### config.mk
export PLATFORM = sky130hd
export DESIGN_NAME = avr_instruction_execute_subset
export DESIGN_NICKNAME = d
export VERILOG_FILES = /design/src/avrx_pkg.sv /design/src/avrx_rf.sv /design/src/avr_instruction_execute_subset.sv
export SDC_FILE = /design/constraint.sdc
export NUM_CORES = 1
export LEC_CHECK = 0
export BUFFER_PORTS_ARGS = -buffer_cell sky130_fd_sc_hd__buf_2
export CORE_MARGIN = 4
export CORE_UTILIZATION = 30
export DETAILED_ROUTE_END_ITERATION = 12
export PLACE_DENSITY = 0.43
export RECOVER_POWER = 100
export SLEW_MARGIN = 20
export SYNTH_ARGS = -nofsm -noshare
export SYNTH_HDL_FRONTEND = slang
export SYNTH_SLANG_ARGS = --single-unit
export TNS_END_PERCENT = 10
### constraint.sdc
create_clock -name clk -period 3.5 [get_ports clk]
set_input_delay 0.525 -clock clk [delete_from_list [all_inputs] [get_ports clk]]
set_output_delay 0.525 -clock clk [all_outputs]
set_load 0.1 [all_outputs]
### src/avrx_pkg.sv
// Shared constants and types for the AVR instruction execute subset.
package avrx_pkg;

  localparam int unsigned WORD_W     = 16;
  localparam int unsigned REG_W      = 8;
  localparam int unsigned REG_CNT    = 32;
  localparam int unsigned RADDR_W    = $clog2(REG_CNT);
  localparam int unsigned PC_W       = 14;
  localparam int unsigned PC_SPAN    = 16384;
  localparam int unsigned JMP_W      = 22;
  localparam int unsigned IOA_W      = 6;
  localparam int unsigned CYC_W      = 2;
  localparam int unsigned FLASH_WORDS_DEF = 16384;

  // Opcode patterns
  localparam logic [5:0]  OPC_EOR_TOP  = 6'h09;
  localparam logic [3:0]  OPC_LDI_TOP  = 4'hE;
  localparam logic [4:0]  OPC_OUT_TOP  = 5'b10111;
  localparam logic [15:0] OPC_JMP_MASK = 16'hFE0E;
  localparam logic [15:0] OPC_JMP_VAL  = 16'h940C;

  // Status register handling
  localparam logic [IOA_W-1:0] SREG_IO_ADDR = 6'h3F;
  localparam logic [REG_W-1:0] SREG_EOR_KEEP = 8'hE1;
  localparam int unsigned FLAG_Z = 1;
  localparam int unsigned FLAG_N = 2;
  localparam int unsigned FLAG_S = 4;

  // Cycle counts reported per instruction class
  localparam logic [CYC_W-1:0] CYC_FAULT = 2'd0;
  localparam logic [CYC_W-1:0] CYC_ONE   = 2'd1;
  localparam logic [CYC_W-1:0] CYC_JMP   = 2'd3;

  typedef logic [RADDR_W-1:0] raddr_t;
  typedef logic [REG_W-1:0]   rdata_t;

  // Register file write request
  typedef struct packed {
    logic   en;
    raddr_t addr;
    rdata_t data;
  } rf_wr_t;

endpackage

### src/avrx_rf.sv
// Register file: 32 x 8 bits, two registered read ports, one write port.
module avrx_rf (
  input  logic            clk,
  input  logic            rst_n,
  input  logic            rd_en,
  input  avrx_pkg::raddr_t rd_a_addr,
  input  avrx_pkg::raddr_t rd_b_addr,
  input  avrx_pkg::rf_wr_t wr,
  output avrx_pkg::rdata_t rd_a_data,
  output avrx_pkg::rdata_t rd_b_data
);
  import avrx_pkg::*;

  rdata_t             mem_r [REG_CNT];
  logic [REG_CNT-1:0] vld_r;
  rdata_t             rd_a_data_r;
  rdata_t             rd_b_data_r;

  // Mark entries written since reset; unwritten entries read as zero
  always_ff @(posedge clk) begin
    if (!rst_n) begin
      vld_r <= '0;
    end else if (wr.en) begin
      vld_r[wr.addr] <= 1'b1;
    end
  end

  // Store write data
  always_ff @(posedge clk) begin
    if (wr.en) begin
      mem_r[wr.addr] <= wr.data;
    end
  end

  // Read both ports, pass a same-edge write through
  always_ff @(posedge clk) begin
    if (rd_en) begin
      if (wr.en && (wr.addr == rd_a_addr)) begin
        rd_a_data_r <= wr.data;
      end else if (vld_r[rd_a_addr] && !(!rst_n)) begin
        rd_a_data_r <= mem_r[rd_a_addr];
      end else begin
        rd_a_data_r <= '0;
      end
      if (wr.en && (wr.addr == rd_b_addr)) begin
        rd_b_data_r <= wr.data;
      end else if (vld_r[rd_b_addr] && !(!rst_n)) begin
        rd_b_data_r <= mem_r[rd_b_addr];
      end else begin
        rd_b_data_r <= '0;
      end
    end
  end

  assign rd_a_data = rd_a_data_r;
  assign rd_b_data = rd_b_data_r;

endmodule

### src/avr_instruction_execute_subset.sv
// Top level: executes EOR, LDI, OUT and JMP, one instruction item per cycle unless the output stalls.
// Path: an accepted item is read into the operand read register, then executed into the result register.
// Throughput: one item per cycle while no result is held by out_stall; the operand read register and the result
//   register form a two-stage pipe with a same-edge bypass in the register file.
// Reset: synchronous, active low; clears registers, status, program counter and
//   all pipeline valid flags. No clearing pass; the block accepts items at once.
module avr_instruction_execute_subset #(
  parameter int unsigned FLASH_WORDS = avrx_pkg::FLASH_WORDS_DEF
) (
  input  logic                           clk,
  input  logic                           rst_n,
  input  logic                           in_valid,
  output logic                           in_stall,
  input  logic [avrx_pkg::WORD_W-1:0]    in_instr_word,
  input  logic [avrx_pkg::WORD_W-1:0]    in_following_word,
  output logic                           out_valid,
  input  logic                           out_stall,
  output logic [avrx_pkg::PC_W-1:0]      out_new_pc,
  output logic [avrx_pkg::CYC_W-1:0]     out_cycles_taken,
  output logic                           out_fault,
  output logic                           out_io_write,
  output logic [avrx_pkg::IOA_W-1:0]     out_io_addr,
  output logic [avrx_pkg::REG_W-1:0]     out_io_data,
  output logic [avrx_pkg::REG_W-1:0]     out_status_out
);
  import avrx_pkg::*;

  localparam int unsigned PC_LIMIT = (FLASH_WORDS < PC_SPAN) ? FLASH_WORDS : PC_SPAN;
  localparam logic [PC_W-1:0]  PC_LAST      = PC_W'(PC_LIMIT - 1);
  localparam logic [JMP_W:0]   PC_LIMIT_EXT = (JMP_W + 1)'(PC_LIMIT);

  // Pipeline control
  logic in_accept;
  logic s1_valid_r;
  logic out_free;
  logic s1_adv;

  // Operand stage payload
  logic [WORD_W-1:0] s1_op_r;
  logic [WORD_W-1:0] s1_low_r;
  rdata_t            opa;
  rdata_t            opb;

  // Architectural state
  logic [PC_W-1:0]  pc_r;
  logic [PC_W-1:0]  pc_nxt;
  logic [REG_W-1:0] sreg_r;
  logic [REG_W-1:0] sreg_nxt;

  // Result register
  logic              out_valid_r;
  logic [PC_W-1:0]   out_new_pc_r;
  logic [CYC_W-1:0]  out_cycles_r;
  logic              out_fault_r;
  logic              out_io_write_r;
  logic [IOA_W-1:0]  out_io_addr_r;
  logic [REG_W-1:0]  out_io_data_r;
  logic [REG_W-1:0]  out_status_r;

  // Execute results
  rf_wr_t            wr;
  logic [CYC_W-1:0]  cyc;
  logic              fault;
  logic              iow;
  logic [IOA_W-1:0]  ioa;
  logic [REG_W-1:0]  iod;

  // Decode helpers
  logic              is_eor;
  logic              is_ldi;
  logic              is_out;
  logic              is_jmp;
  logic [PC_W-1:0]   pc_inc;
  logic [JMP_W:0]    jmp_target;
  rdata_t            eor_res;

  // Handshake
  assign out_free  = !out_valid_r || !out_stall;
  assign s1_adv    = s1_valid_r && out_free;
  assign in_stall  = s1_valid_r && !out_free;
  assign in_accept = in_valid && !in_stall;

  // Register file; read addresses come straight from the incoming word
  avrx_rf u_rf (
    .clk       (clk),
    .rst_n     (rst_n),
    .rd_en     (in_accept),
    .rd_a_addr (in_instr_word[8:4]),
    .rd_b_addr ({in_instr_word[9], in_instr_word[3:0]}),
    .wr        (wr),
    .rd_a_data (opa),
    .rd_b_data (opb)
  );

  // Operand stage
  always_ff @(posedge clk) begin
    if (!rst_n) begin
      s1_valid_r <= 1'b0;
    end else if (in_accept) begin
      s1_valid_r <= 1'b1;
    end else if (s1_adv) begin
      s1_valid_r <= 1'b0;
    end
  end

  always_ff @(posedge clk) begin
    if (in_accept) begin
      s1_op_r  <= in_instr_word;
      s1_low_r <= in_following_word;
    end
  end

  // Decode
  assign is_eor = (s1_op_r[15:10] == OPC_EOR_TOP);
  assign is_ldi = (s1_op_r[15:12] == OPC_LDI_TOP);
  assign is_out = (s1_op_r[15:11] == OPC_OUT_TOP);
  assign is_jmp = ((s1_op_r & OPC_JMP_MASK) == OPC_JMP_VAL);

  assign pc_inc     = (pc_r == PC_LAST) ? '0 : pc_r + 1'b1;
  assign jmp_target = {1'b0, s1_op_r[8:4], s1_op_r[0], s1_low_r};
  assign eor_res    = opa ^ opb;

  // Execute
  always_comb begin
    wr       = '0;
    cyc      = CYC_FAULT;
    fault    = 1'b0;
    iow      = 1'b0;
    ioa      = '0;
    iod      = '0;
    pc_nxt   = pc_r;
    sreg_nxt = sreg_r;
    if (is_eor) begin
      wr.en    = 1'b1;
      wr.addr  = s1_op_r[8:4];
      wr.data  = eor_res;
      sreg_nxt = sreg_r & SREG_EOR_KEEP;
      sreg_nxt[FLAG_N] = eor_res[REG_W-1];
      sreg_nxt[FLAG_S] = eor_res[REG_W-1];
      sreg_nxt[FLAG_Z] = (eor_res == '0);
      pc_nxt   = pc_inc;
      cyc      = CYC_ONE;
    end else if (is_ldi) begin
      wr.en    = 1'b1;
      wr.addr  = {1'b1, s1_op_r[7:4]};
      wr.data  = {s1_op_r[11:8], s1_op_r[3:0]};
      pc_nxt   = pc_inc;
      cyc      = CYC_ONE;
    end else if (is_out) begin
      iow      = 1'b1;
      ioa      = {s1_op_r[10:9], s1_op_r[3:0]};
      iod      = opa;
      if (ioa == SREG_IO_ADDR) begin
        sreg_nxt = opa;
      end
      pc_nxt   = pc_inc;
      cyc      = CYC_ONE;
    end else if (is_jmp) begin
      if (jmp_target < PC_LIMIT_EXT) begin
        pc_nxt = jmp_target[PC_W-1:0];
        cyc    = CYC_JMP;
      end else begin
        fault  = 1'b1;
      end
    end else begin
      fault = 1'b1;
    end
    // Hold state and drop the write unless the item moves on
    if (!s1_adv) begin
      wr.en = 1'b0;
    end
  end

  // Architectural state
  always_ff @(posedge clk) begin
    if (!rst_n) begin
      pc_r   <= '0;
      sreg_r <= '0;
    end else if (s1_adv) begin
      pc_r   <= pc_nxt;
      sreg_r <= sreg_nxt;
    end
  end

  // Result register
  always_ff @(posedge clk) begin
    if (!rst_n) begin
      out_valid_r <= 1'b0;
    end else if (s1_adv) begin
      out_valid_r <= 1'b1;
    end else if (!out_stall) begin
      out_valid_r <= 1'b0;
    end
  end

  always_ff @(posedge clk) begin
    if (s1_adv) begin
      out_new_pc_r   <= pc_nxt;
      out_cycles_r   <= cyc;
      out_fault_r    <= fault;
      out_io_write_r <= iow;
      out_io_addr_r  <= ioa;
      out_io_data_r  <= iod;
      out_status_r   <= sreg_nxt;
    end
  end

  assign out_valid        = out_valid_r;
  assign out_new_pc       = out_new_pc_r;
  assign out_cycles_taken = out_cycles_r;
  assign out_fault        = out_fault_r;
  assign out_io_write     = out_io_write_r;
  assign out_io_addr      = out_io_addr_r;
  assign out_io_data      = out_io_data_r;
  assign out_status_out   = out_status_r;

`ifndef SYNTH
  // A faulting item reports no cycles and no I/O write
  a_fault_quiet: assert property (@(posedge clk) disable iff (!rst_n)
    out_valid_r && out_fault_r |-> (out_cycles_r == CYC_FAULT) && !out_io_write_r)
    else $error("fault result with cycles or io write");

  // An I/O write always reports the CYC_ONE cycle count
  a_io_one_cycle: assert property (@(posedge clk) disable iff (!rst_n)
    out_valid_r && out_io_write_r |-> (out_cycles_r == CYC_ONE))
    else $error("io write with wrong cycle count");

  // Input stalls only while the operand stage is full and blocked
  a_stall_cause: assert property (@(posedge clk) disable iff (!rst_n)
    in_stall |-> s1_valid_r && out_valid_r && out_stall)
    else $error("input stalled without a blocked pipe");

  // State holds while a result waits on the output
  a_state_hold: assert property (@(posedge clk) disable iff (!rst_n)
    out_valid_r && out_stall |=> $stable(pc_r) && $stable(sreg_r))
    else $error("state changed while output stalled");

  // The result's program counter and status match the architectural ones
  a_pc_match: assert property (@(posedge clk) disable iff (!rst_n)
    $past(s1_adv) |-> (out_new_pc_r == pc_r) && (out_status_r == sreg_r))
    else $error("result state differs from architectural state");
`endif

endmodule
==> results of run 1 <==
[metal layers]
layer	wire length, um	part of all wire (%)
met5	0	0
met4	1060	1.9
met3	3090	5.5
met2	27800	49
met1	24500	43
[cell families (layout without fill, tap and decap cells)]
kind of cell	count (synthesis)	in the layout
fa+ha+maj	1	1
mux	215	215
flops	400	400
simple gates	206	206
xor+xnor	16	16
compound gates	202	202
buf+inv	103	263
[worst reg2reg max path: stages (launching register included)]
cell and delay [ns]:
edfxtp_1 0.44, or4b_1 0.68, a21o_1 0.25, nor2_1 0.24, nand2_1 0.18, nor2_1 0.12
clkbuf_1 0.80
[through the flow]
stage	hold slack (ns)	area [um^2]	cells	setup slack (ns)	utilization, %
6_report	0.121	21500	2085	0.379	35.4
5_1_grt	0.0915	21500	2085	0.313	35.4
4_1_cts	0.0763	21600	2085	0.627	35.7
3_5_place_dp	0.448	20100	1996	0.340	33.2
3_3_place_gp	0.436	20100	1996	0.366	33.2
2_1_floorplan	0.423	18400	1143	0.334	-
[state kept, by name, summed over array words and instances (netlist names), 8 cells and up]
| name | cells |
|---|---|
| out_io_data | 8 |
| s1_op_r | 16 |
| pc_r | 14 |
| u_rf.vld_r | 32 |
| out_new_pc | 14 |
| sreg_r | 8 |
| u_rf.mem_r | 256 |
| u_rf.rd_a_data | 8 |
| s1_low_r | 16 |
| out_status_out | 8 |
| u_rf.rd_b_data | 8 |
[report_power, final]
group / switching (W) / total, W / leakage, nW / internal (W)
sequential: 0.0000519 / 0.00527 / 3.61 / 0.00522
combinational: 0.000591 / 0.000891 / 2.74 / 0.000300
clock: 0.00198 / 0.00489 / 0.756 / 0.00291
[final timing paths]
path                               start                          end  slack (ns)  cells after the start
setup / recovery        in_instr_word[1]  u_rf.rd_b_data[1]$_DFFE_PP_        0.38                      6
hold / removal         in_instr_word[12]        s1_op_r[12]$_DFFE_PP_        0.12                      1
setup reg to reg   s1_op_r[11]$_DFFE_PP_  u_rf.mem_r[20][7]$_DFFE_PP_        0.40                      6
hold reg to reg   sreg_r[2]$_SDFFE_PN0P_       sreg_r[2]$_SDFFE_PN0P_        0.46                      2
[area by class of cell]
cell class	instances	area, um^2	area share, %
clock inverter	24	196	0.915
timing repair buffer	151	866	4.03
multi-input combinational	640	6540	30.5
inverter	23	86.3	0.402
tap	782	978	4.56
clock buffer	65	1350	6.27
sequential	400	11500	53.4
[synth_stat cells (3+ instances only)]
| cell type | number |
|---|---|
| dfxtp_1 | 56 |
| nand2b_1 | 10 |
| a21o_1 | 5 |
| nor4_1 | 4 |
| a31oi_1 | 5 |
| xor2_1 | 8 |
| and2_1 | 5 |
| o21ai_0 | 31 |
| a22oi_1 | 12 |
| mux2_2 | 10 |
| o211a_1 | 3 |
| buf_2 | 23 |
| buf_1 | 9 |
| or2_2 | 3 |
| a21boi_0 | 6 |
| and3_1 | 20 |
| o211ai_1 | 3 |
| nand3_1 | 20 |
| o22ai_1 | 14 |
| nand2_1 | 42 |
| o221ai_1 | 20 |
| xnor2_1 | 8 |
| nand4b_1 | 3 |
| a211oi_1 | 8 |
| nor2b_1 | 13 |
| inv_1 | 21 |
| nor2_1 | 60 |
| o31ai_1 | 4 |
| nor3_1 | 9 |
| edfxtp_1 | 344 |
| a21oi_1 | 20 |
| o22ai_2 | 8 |
| a221oi_1 | 4 |
| o21a_1 | 34 |
| a22o_1 | 3 |
| mux2i_1 | 69 |
| nand4_1 | 4 |
| mux4_2 | 136 |
| clkbuf_1 | 44 |
[cell usage in the layout, fill, tap and decap left out, types with 22 or more instances in the layout]
cell,n
buf_2,22
clkbuf_16,49
nand2_1,42
o21ai_0,31
mux2i_1,69
clkbuf_1,80
mux4_2,136
nor2_1,60
dfxtp_1,56
o21a_1,34
inv_1,22
edfxtp_1,344
buf_4,44
==> impl_results.md, run 1 <==
- WL final: 56.4 mm
- Setup TNS: 0 ns
- Yosys reg bits: 400
- Root Buffer: clkbuf_16
- MaxCap Viol Count: 2
- Largest family of logic cells by synthesized area: multiplexers
- Synth Area in Adders: 0.0679%
- Routing usage on met2: slightly below 30%
- Status: complete, but fails checks
- CTS clk-pin slew, worst paths: 0.06 ns
- Global-route wire length before repair: just over 80 mm
- Worst skew pair latency: between 0.5 and 0.6 ns
- Top cell by count, worst path: mux4_2
- I/O Buffers: slightly below 80
- Count of cell types in the netlist: 72
- CTS tree: yes
- Max VDD drop: approximately 0.00030 V
- Synth top area share: 56.0%
- Top cell type by total area after synthesis: edfxtp_1
- Site row count: 90
- I/O pin cnt: 78
- Number of hold buffers added after CTS: 0
- Area growth syn-to-layout: 16.4%
- WP data required: around 3.8 ns
- Largest net degree at the start of global routing: 64
- Cell Area, Synth: 18400 um^2
- Die span in x: 256 um
- Slew HR: -26.6%
- XOR/XNOR Fraction of Synth Area: 0.760%
- Worst path cell trace: clkbuf_1, buf_4, mux4_2, mux4_2, mux2i_1, o22ai_1
- Final net count: 1301
- Core area: 60600 um^2
- Final Slew Violations: 61
- Die Area: 65500 um^2
- CP max stage delay: 0.88 ns
- Avg Cell Area, Syn: around 16 um^2
- Worst setup EP type: register
- Final-layout fill cell count: 5816
- Vias in the first global route: 11400
- Hold Fails Final Rpt: 0
- Post-synth EDFFs: 344
- Diode count: 0
- Leak: 7.11 nW
- Buffers plus inverters on the worst setup path: 2
- Vias per cell: 5.34
- Sequential area share after synthesis: 62.1%
- Drt wl/cell: 27.0 um
- Fraction of registers with async set/reset: 0%
- Clock Skews: roughly 0.023 ns
- Compound-Gate Fraction of Synth Area: 8.18%
- Critical-path top delay cell: clkbuf_1
- Critical setup path kind: primary input to register
- Hold Crit Class: primary input to register
- Worst path top cell family by delay: buffers and inverters
- Ys flop type: edfxtp_1
- Total number of vias: 11100
- Startpoint Class: primary input
- Post-CTS setup buffers: 0
- Top Usage Layer GRT: met2
- CTS Buf Count: 48
- # setup viols final: 0
- First-pass DRT Iterations: 5
- Met3 Use GR: about 3.0%
- Pwr Density: 515 nW/um^2
- Iter 0 DRT Violations: 898
- Antenna-violating nets left: 0
- Initial antenna violation count: 0
- Arrival time worst endpoint: 3.43 ns
- Synth Instances: 1143
- DP HPWL: ~37 mm
- Bufs on Longest Clock Path: 3
- GR Layer Usage met1: ~23%
- Failing checks: capacitance limit, slew limit
- Worst slew pin tran: 1.90 ns
- Syn Nets: 1180
- Initial Util: 30.4%
- Drt drc: 0
- Total GRT Usage: between 10% and 20%
- Post-CTS sizing: 0
- Maximum fanout along the worst path: 24
- RSZ-0062 raised after global routing: no
- Die height: 256 um
- Layout cells sized above 1: a little under a quarter
- RePlAce Congestion: 0.796
- Fmax: 0.320 GHz
- Overall Power: 0.0111 W
- CTS Sinks: 400
- H-Tree Depth: 2
- Post-layout min period: roughly 3.1 ns
- Post-synthesis simple-gate area fraction: 5.59%
- Post-synthesis mux area share: a little over a fifth
- Final worst path period share: between 80% and 90%
- Top cells by area, synth: edfxtp_1 (56%), mux4_2 (17%), dfxtp_1 (6.1%)
- Ys Warns: 0
- Total grt overflow: 0
Note: power is estimated with default switching activity, not from simulation.
==> inputs of run 2 (changes only) <==
CORE_MARGIN = 2   (was 4)
==> impl_results.md, run 2 (synthesis results as in run 1) <==
- CTS Sinks: 400
- Seq pwr share: 48.2%
- Total number of vias: 11300
- Max FFs per register: approximately 260
- Largest net degree at the start of global routing: 64
- Sw frac: 24.1%
- First-pass DRT Iterations: 5
- Combinational power share: under 10%
- Diode count: 0
- Critical-path top delay cell: clkbuf_1
- Overall Power: 0.0109 W
- DP HPWL: approximately 37 mm
- H-Tree Depth: 2
- Arrival time worst endpoint: around 3.3 ns
- WL final: 57.8 mm
- CTS tree: yes
- Max VDD drop: 0.000302 V
- Maximum fanout along the worst path: 9
- Setup TNS: 0 ns
- Iter 0 DRT Violations: about 900
- Clk pwr share: 43.4%
- Biggest regs: u_rf.mem_r x256, u_rf.vld_r x32
- Die span in x: 252 um
- Area growth syn-to-layout: 16.4%
- Vias per cell: 5.38
- Final WS setup: 0.393 ns
- Worst path cell trace: or4b_1, a21o_1, nor2_1, nand2_1, nor2_1, clkbuf_1
- Multi-input logic area: 6530 um^2
- Setup WS pre-CTS: 0.281 ns
- Initial Util: about 30%
- Final-layout fill cell count: 5793
- Hold Fails Final Rpt: 0
- Slew HR: -90.4%
- Total GRT Usage: 18.3%
- Worst path top cell family by delay: simple AND/OR/NAND/NOR gates
- Failing checks: capacitance limit, slew limit
- RSZ-0062 raised after global routing: no
- CTS clk-pin slew, worst paths: 0.06 ns
- Core area: 60600 um^2
- Critical setup path kind: register to register
- CTS Buf Count: 46
- Status: complete, but fails checks
- Initial antenna violation count: 0
- Clock Skews: 0.0201 ns
- Worst slew pin tran: 2.86 ns
- Net Sw Power: 0.00263 W
- Antenna-violating nets left: 0
- Global-route wire length before repair: 83.0 mm
- Drt wl/cell: around 28 um
- Layout cells sized above 1: 23.8%
- Die Area: 63500 um^2
- Worst-case hold slack: 0.117 ns
- Total grt overflow: 0
- Bufs on Longest Clock Path: 3
- Die height: 252 um
- Pwr Density: 509 nW/um^2
- Number of hold buffers added after CTS: 0
- Startpoint Class: register
- Final Util: between 30% and 40%
- Final worst path period share: 88.8%
- Fmax: 0.322 GHz
- Site row count: 90
- CP max stage delay: 0.78 ns
- MaxCap Viol Count: 2
- Root Buffer: clkbuf_16
- Final Slew Violations: 79
- Top cell by count, worst path: nor2_1
- Biggest register: u_rf.mem_r
- Final net count: 1317
- Buffers plus inverters on the worst setup path: 1
- Most common cell after layout, fill and taps aside: edfxtp_1
- # setup viols final: 0
- Worst setup EP type: register
- Drt drc: 0
- Worst skew pair latency: 0.60 ns
- Vias in the first global route: 11600
- I/O Buffers: 77
- Most frequent cells in the layout: edfxtp_1 (344), mux4_2 (136), clkbuf_1 (83), mux2i_1 (69), nor2_1 (60)
- WP data required: 3.71 ns
- Hold Crit Class: primary input to register
- Leak: approximately 7 nW
- Storage cell area: between 10000 and 15000 um^2
- Post-CTS sizing: 0
- Post-CTS setup buffers: 0
- I/O pin cnt: 78
- Post-layout min period: approximately 3.1 ns
- Internal power: 0.00829 W
- RePlAce Congestion: 0.823
[run 2: changes by cell type in the layout (fill, tap and decap cells not counted), moves of 2 or more]
cell,previous run,this run
clkbuf_2,8,18
buf_4,44,53
clkbuf_8,6,2
clkinv_2,8,4
clkbuf_1,80,83
clkbuf_16,49,46
buf_12,5,3
clkinvlp_4,2,4
o22ai_1,18,20
o22ai_2,4,2
[run 2: layer usage]
layer  up-vias  part of all wire (%)  wire [um]  GRT usage, %
li1       4955                     -          -             -
met1      5932                    44      25300          24.3
met2       324                    49      28300          31.0
met3        74                   4.9       2830          2.56
met4         0                   2.3       1340          5.43
met5         -                     0          0             0
[run 2: final timing paths]
path	from	end	slack, ns	cells past startpoint
setup / recovery	s1_op_r[11]$_DFFE_PP_	u_rf.mem_r[21][1]$_DFFE_PP_	0.39	6
hold reg to reg	sreg_r[2]$_SDFFE_PN0P_	sreg_r[2]$_SDFFE_PN0P_	0.45	2
setup reg to reg	s1_op_r[11]$_DFFE_PP_	u_rf.mem_r[21][1]$_DFFE_PP_	0.39	6
hold / removal	in_instr_word[13]	s1_op_r[13]$_DFFE_PP_	0.12	1
[run 2: per-stage QoR]
step	instances	area (um^2)
4_1_cts	2099	21700
3_3_place_gp	2014	20200
2_1_floorplan	1143	18400
5_1_grt	2099	21500
6_report	2099	21500
3_5_place_dp	2014	20200
[run 2: final cells by class]
class / count / share of cell area (%)
clock buffer: 60 / 5.70
timing repair buffer: 169 / 4.41
multi-input combinational: 640 / 30.4
clock inverter: 25 / 1.13
tap: 782 / 4.56
sequential: 400 / 53.4
inverter: 23 / 0.402
[run 2: power groups by stage]
stage | logic, W | clock network, W | registers (W)
6_report | 0.000915 | 0.00474 | 0.00527
3_5_place_dp | 0.000940 | 0 | 0.00536
4_1_cts | 0.000942 | 0.00487 | 0.00527
5_1_grt | 0.000967 | 0.00504 | 0.00527
3_3_place_gp | 0.000941 | 0 | 0.00537
2_1_floorplan | 0.000483 | 0 | 0.00550
